### config.mk
export PLATFORM = sky130hd
export DESIGN_NAME = apf_scan
export DESIGN_NICKNAME = d
export VERILOG_FILES = /design/src/rtl/apf_pkg.sv /design/src/rtl/apf_scan.sv
export SDC_FILE = /design/constraint.sdc
export NUM_CORES = 1
export LEC_CHECK = 0
export BUFFER_PORTS_ARGS = -buffer_cell sky130_fd_sc_hd__buf_2
export CORE_UTILIZATION = 55
export DETAILED_ROUTE_END_ITERATION = 8
export GPL_TIMING_DRIVEN = 1
export PLACE_DENSITY_LB_ADDON = 0.1
export SYNTH_ARGS = -nofsm -noshare
export SYNTH_HDL_FRONTEND = slang
export SYNTH_SLANG_ARGS = --single-unit
### constraint.sdc
create_clock -name vclk -period 5
set_input_delay 0.75 -clock vclk [all_inputs]
set_output_delay 0.75 -clock vclk [all_outputs]
set_load 0.03 [all_outputs]
### src/rtl/apf_pkg.sv
// Shared constants and types for the articulation point finder.
package apf_pkg;
   localparam int MaxVertices = 64;
   localparam int VW = $clog2(MaxVertices);
   localparam int CW = VW + 1;

   localparam logic [1:0] FUNC_ADD   = 2'd0;
   localparam logic [1:0] FUNC_RUN   = 2'd1;
   localparam logic [1:0] FUNC_CLEAR = 2'd2;

   typedef logic [VW-1:0] vidx_type;
   typedef logic [CW-1:0] cnt_type;

   typedef struct packed {
      vidx_type vertex;
      cnt_type  pos;
      cnt_type  par;
      cnt_type  low;
      cnt_type  disc;
   } stack_entry_type;
endpackage

### src/rtl/apf_scan.sv
// Priority scan: lowest set bit at or above a start position.
module apf_scan (
   input  logic [apf_pkg::MaxVertices-1:0] vec,
   input  apf_pkg::cnt_type                start,
   output logic                            found,
   output apf_pkg::vidx_type               pos
);
   logic [apf_pkg::MaxVertices-1:0] masked;
   always_comb begin
      masked = '0;
      for (int i = 0; i < apf_pkg::MaxVertices; i++) begin
         masked[i] = vec[i] && (apf_pkg::CW'(i) >= start);
      end
      found = |masked;
      pos = '0;
      for (int i = apf_pkg::MaxVertices - 1; i >= 0; i--) begin
         if (masked[i]) begin
            pos = apf_pkg::VW'(i);
         end
      end
   end
endmodule

==> metrics.yaml, run 1 <==
worstPathCellList: "buf_2 > nor4_1 > o21ai_0 > a31oi_1 > or4b_1 > a211o_1 > a21oi_1 > buf_2"
final_hold_viol_count: 0
leakagePower_nw: 0.9788
areaGrowthSynthToFinish_pct: 11.53
synth.largest_area_cell: "sky130_fd_sc_hd__a21oi_1"
drt_pre_antenna_iters: 9
final.period_utilization_pct: 81.30
drt-total-wl_um: 8425
drive_gt1_share_pct: 21.50
tightest_slew_ps: 795.8
overflow: 0
finalCriticalPeriod_ps: 4065
maxCapViolations: 0
timing.critical_path.to_type: "primary output"
avgSynthCellArea_um2: 6.008
synth.net_count: 434
setup.worst_path.start_class: "input pin"
power.share.clock_pct: 0
dieWidth_um: 64.97
max_stage_delay_ps: 570
number_of_ports_placed_on_the_die_boundary: 78
hold_class: "input pin to primary output"
globalRouteMet3Util_pct: 5.282
grt_setup_unrepaired: "false"
sequential_cell_area_um2: 0
worst_hold_path_cells: 6
critPathMostFrequentCell: "sky130_fd_sc_hd__buf_2"
grtUsageMet2_pct: 66.02
power.density_cell_area_nw_per_um2: 106.1
drc_errors: 0
required_ps: 4250
placeable_core_area_um2: 3744
die_area_um2: 4221
die_y_um: 64.97
grt_max_degree: 44
power_share_of_the_combinational_group_pct: 100.0
postCtsSetupRepairBufs: 0
dp_hpwl_um: 6361
min_from: "vec[15]"
grt-busiest-layer: "met2"
post_cts_resized: 0
drt_wl_cell_um: 18.24
cell_internal_pwr_mw: 0.09339
vdd_ir_drop_max_v: 0.00008237
finished_layout_cells: 462
whs_endpoint: "pos[0]"
yosys_warnings: 0
post_synth_inst_count: 363
setup_total_negative_slack_ps: 0
netSwitchingPower_mw: 0.1646
fmax_ghz: 0.2460
port_buffer_count: 78
ys_types: 67
max-slew-margin-rel_pct: 46.75
seq_cell_count: 0
finalSetupViolCount: 0
post_syn_area_um2: 2181
synthTopCellsByArea: "sky130_fd_sc_hd__a21oi_1 9.9%, sky130_fd_sc_hd__o21ai_0 8.3%, sky130_fd_sc_hd__nor2_1 5.5%"
critPathSlowestCell: "sky130_fd_sc_hd__or4b_1"
start_util_pct: 58.26
num-fill-cells: 367
switching_share_pct: 63.81
avgViaCountPerCell: 7.071
grtUsageMet1_pct: 54.58
crit_arrival_ps: 3320
num-clock-buffers: 0
num_vias: 3267
groute.usage.overall_pct: 40.51
post_route_total_power_mw: 0.2580
post_cts_hold_buffer_count: 0
placedCellCount: 462
antennaDiodeCount: 0
nNetsFinal: 487
grt_first_pass_wirelength_um: 13660
run_status: "finished clean"
grt_antenna_before_repair: 0
rows: 22
slew_violations: 0
first_global_vias: 2911
antenna_violating_nets_post_route: 0
post-synth-top-area-fraction_pct: 9.868
gp_congestion: 1.033
seq_power_share_pct: 0
drt_iter0_drc: 462
critPathKind: "input pin to primary output"
synth.yosys.seq_area_share_pct: 0
cp_max_fo: 43
timing.hold.ws_ps: 2048
[cells by family after synthesis]
group	Yosys count	synth area share, %
and+or+nand+nor	134	32.87
muxes	1	0.5163
AOI/OAI and AO/OA	185	54.73
buffers and inverters	43	11.88
[metrics by stage]
stage          instance area [µm²]  setup slack (ps)  utilization, %
2_1_floorplan                 2181              1533               -
3_3_place_gp                  2432             981.5           64.97
3_5_place_dp                  2432              1015           64.97
4_1_cts                       2432              1014           64.97
5_1_grt                       2432             727.5           64.97
6_report                      2432             934.8           64.97
[final cells by class]
class / count / area [µm²] / area share [%]
tap: 48 / 60.06 / 2.469
multi-input combinational: 320 / 1922 / 79.01
timing repair buffer: 78 / 390.4 / 16.05
inverter: 16 / 60.06 / 2.469
[routing by layer]
metal	vias to the layer above	wire (µm)	part of all wire, %
li1	1529	-	-
met1	1458	3474	41
met2	254	3638	43
met3	26	1014	12
met4	0	297	3.5
met5	-	0	0
[cell usage in the layout (no fill, tap or decap), types with 5 or more instances in the layout]
| master | n |
|---|---|
| sky130_fd_sc_hd__buf_2 | 78 |
| sky130_fd_sc_hd__a21oi_1 | 43 |
| sky130_fd_sc_hd__o21ai_0 | 36 |
| sky130_fd_sc_hd__nor2_1 | 32 |
| sky130_fd_sc_hd__nand2_1 | 23 |
| sky130_fd_sc_hd__nand3_1 | 17 |
| sky130_fd_sc_hd__inv_1 | 15 |
| sky130_fd_sc_hd__o211ai_1 | 14 |
| sky130_fd_sc_hd__nor3_1 | 10 |
| sky130_fd_sc_hd__o21ai_1 | 10 |
| sky130_fd_sc_hd__a211oi_1 | 10 |
| sky130_fd_sc_hd__o22ai_1 | 9 |
| sky130_fd_sc_hd__a31oi_1 | 9 |
| sky130_fd_sc_hd__nand2b_1 | 7 |
| sky130_fd_sc_hd__a21o_1 | 5 |
| sky130_fd_sc_hd__nor2b_1 | 5 |
| sky130_fd_sc_hd__or2_2 | 5 |
| sky130_fd_sc_hd__and2_1 | 5 |
[worst max path at each step]
stage	slack, ps	startpoint	to	depth (start not counted)
2_1_floorplan	1530	start[2]	pos[3]	9
3_3_place_gp	980	start[2]	found	9
3_5_place_dp	1020	start[2]	pos[2]	8
4_1_cts	1010	start[2]	pos[2]	8
5_1_grt	730	start[2]	found	9
6_report	930	start[2]	pos[2]	8
[critical path, delay by kind of cell]
family	cells	cell delay (ps)
AO/OA/AOI/OAI	4	990
AND/OR/NAND/NOR	2	780
buffers and inverters	2	780
[synth_stat cells, drive strengths merged, types with 4 or more instances]
cell     instances
a211o            4
a211oi          11
a21boi           6
a21o             5
a21oi           43
a31oi            9
and2             5
and3             4
buf             24
inv             15
nand2           23
nand2b           7
nand3           18
nand4            4
nor2            32
nor2b            5
nor3            11
nor3b            4
o2111ai          4
o211ai          14
o21a             4
o21ai           46
o22ai            9
or2              7
[power by group through the flow]
stage	sequential, mW	clock, mW	combinational (mW)
after floorplan	0	0	0.177
after global placement	0	0	0.249
after CTS	0	0	0.250
final	0	0	0.258
after detailed placement	0	0	0.249
after global routing	0	0	0.280
Power figures use the tool's default switching activity.
==> run 2, diff against run 1 <==
--- a/config.mk
+++ b/config.mk
@@ -5,8 +5,9 @@
 export SDC_FILE = /design/constraint.sdc
 export NUM_CORES = 1
 export LEC_CHECK = 0
+export ABC_AREA = 1
 export BUFFER_PORTS_ARGS = -buffer_cell sky130_fd_sc_hd__buf_2
-export CORE_UTILIZATION = 55
+export CORE_UTILIZATION = 43
 export DETAILED_ROUTE_END_ITERATION = 8
 export GPL_TIMING_DRIVEN = 1
 export PLACE_DENSITY_LB_ADDON = 0.1
==> constraint.sdc (replaced) <==
create_clock -name vclk -period 3.7
set_input_delay 0.555 -clock vclk [all_inputs]
set_output_delay 0.555 -clock vclk [all_outputs]
set_load 0.03 [all_outputs]
==> run 2 against run 1 <==
Compared with the run above: the run now ends with setup timing left; clock-buffer cell count stayed put; worst hold slack got worse by 470 ps; non-clock buffer count rose by 70; die area decreased by 16%; first-iteration DRC count shrank 64%; combinational power grew 52%; global-route usage shrank 8.1 points; sequential share of layout area stayed put; total power rose by 52%; utilization increased by 16 points; cell count increased by 7.1%; synthesized cell count shrank 16%; critical endpoint is now pos[0]; largest cell class unchanged; highest routed layer unchanged.
==> metrics.yaml, run 2 <==
grt_first_pass_wirelength_um: 8949
placedInstanceArea_um2: 2350
setup.worst_path.start_class: "input pin"
avgViaCountPerCell: 5.190
dp_hpwl_um: 4616
synthTopCellsByArea: "sky130_fd_sc_hd__nand2_1 38%, sky130_fd_sc_hd__o211ai_1 12%, sky130_fd_sc_hd__nor2_1 9.5%"
post_syn_area_um2: 1420
critPathSlowestCell: "sky130_fd_sc_hd__o21ai_4"
groute.usage.overall_pct: 32.38
antenna_violating_nets_post_route: 0
critPathCapture: "pos[0]"
dieWidth_um: 59.47
run_status: "complete, but fails checks"
drt_wl_cell_um: 12.13
post_route_total_power_mw: 0.3933
most_numerous_cell_in_the_yosys_netlist: "sky130_fd_sc_hd__nand2_1"
grt_max_degree: 19
nNetsFinal: 524
post_synth_inst_count: 306
critical_path.n_buffers_inverters: 2
port_buffer_count: 78
max-slew-margin-rel_pct: 63.77
critPathLaunch: "start[3]"
drt_pre_antenna_iters: 4
final.period_utilization_pct: 133.7
num_vias: 2569
vdd_ir_drop_max_v: 0.0001297
cp.depth: 68
slew_violations: 0
number_of_ports_placed_on_the_die_boundary: 78
critPathMostFrequentCell: "sky130_fd_sc_hd__nand2_1"
areaGrowthSynthToFinish_pct: 77.36
post_cts_hold_buffer_count: 0
cp_max_fo: 4
num-clock-buffers: 0
tightest_slew_ps: 541.4
synth.net_count: 377
die_area_um2: 3537
power.density_cell_area_nw_per_um2: 156.2
final.setup.worst_slack_ps: -1246
drc_errors: 0
fmax_ghz: 0.2022
rows: 20
yosys_warnings: 0
die_y_um: 59.47
setup_total_negative_slack_ps: -1856
synth.largest_area_cell: "sky130_fd_sc_hd__nand2_1"
final_hold_viol_count: 0
post-synth-top-area-fraction_pct: 37.53
max_stage_delay_ps: 160
drt_iter0_drc: 165
drt-total-wl_um: 6006
post-route-util_pct: 81.17
placeable_core_area_um2: 3103
maxCapViolations: 0
grt_setup_unrepaired: "true"
grt_antenna_before_repair: 0
cp_top_family: "simple AND/OR/NAND/NOR gates"
start_util_pct: 45.77
violations: "setup timing"
sequential_cell_area_um2: 0
overflow: 0
synth_top_cells_by_count: "142 x sky130_fd_sc_hd__nand2_1, 36 x sky130_fd_sc_hd__nor2_1, 24 x sky130_fd_sc_hd__o21ai_0, 23 x sky130_fd_sc_hd__o211ai_1, 19 x sky130_fd_sc_hd__inv_1"
timing.critical_path.to_type: "primary output"
drive_gt1_share_pct: 40.35
hold_class: "input pin to primary output"
synth.yosys.seq_area_share_pct: 0
avgSynthCellArea_um2: 4.641
required_ps: 3140
crit_arrival_ps: 4390
ys_types: 25
antennaDiodeCount: 0
critPathKind: "input pin to primary output"
leakagePower_nw: 1.518
seq_cell_count: 0
gp_congestion: 0.9190
fin_area_um2: 2519
finalSetupViolCount: 2
layout_commonest_cell: "sky130_fd_sc_hd__nand2_1"
finalCriticalPeriod_ps: 4946
mostFrequentLayoutCells: "137 x sky130_fd_sc_hd__nand2_1, 71 x sky130_fd_sc_hd__buf_2, 68 x sky130_fd_sc_hd__buf_4"
first_global_vias: 2282
num-fill-cells: 264
-- run 2: cell count changes in the layout (fill, tap and decap cells not counted), sizes merged, moves of 7 or more --
cell / before / now
nor2: 32 / 39
buf: 78 / 148
a21oi: 43 / 6
a211oi: 11 / 0
o22ai: 9 / 0
inv: 15 / 24
nand2b: 7 / 0
nor3: 11 / 4
o21ai: 46 / 26
nand2: 23 / 145
o211ai: 14 / 23
-- run 2: repair_timing --
item,CTS,global route
gates resized for setup,37,8
setup buffers,3,1
setup endpoints to repair,2,2
pin swaps,25,16
-- run 2: cell type report --
class              instances  area, µm²  share of cell area, %
repair buffers           148      982.2                  39.00
well taps                 44      55.05                  2.186
multi-input cells        277       1374                  54.55
inverters                 26      107.6                  4.272
-- run 2: cell families after synthesis --
kind of cell	after synthesis	synth area share (%)
AOI/OAI and AO/OA	68	31.01
and+or+nand+nor	209	59.56
buffers and inverters	29	9.427
-- run 2: worst min path at each step --
stage	from	endpoint	slack [ps]	cells past startpoint
global route	vec[0]	pos[0]	1630	5
floorplan	vec[1]	pos[0]	1350	2
global placement	vec[0]	pos[2]	1590	5
finish	vec[0]	pos[0]	1570	5
detailed placement	vec[0]	pos[2]	1590	5
CTS	vec[0]	pos[0]	1580	5
-- run 2: where the power goes --
| group | internal, mW | switching, mW | total [mW] |
|---|---|---|---|
| sequential | 0 | 0 | 0 |
| combinational | 0.177 | 0.216 | 0.393 |
| clock | 0 | 0 | 0 |
| total | 0.177 | 0.216 | 0.393 |
-- run 2: per-layer routing --
layer	track usage (%)	share of wire (%)	vias to the layer above
li1	-	-	1317
met1	40.65	43	1150
met2	61.80	51	93
met3	1.092	5.3	9
met4	4.082	1.2	0
met5	0	0	-
-- run 2: through the flow --
step                std cells  setup WS [ps]  hold WS, ps
global placement          491          -1294         1587
global route              495          -1876         1629
finish                    495          -1246         1574
detailed placement        491          -1367         1587
CTS                       494          -1205         1580
floorplan                 306         -876.2         1350
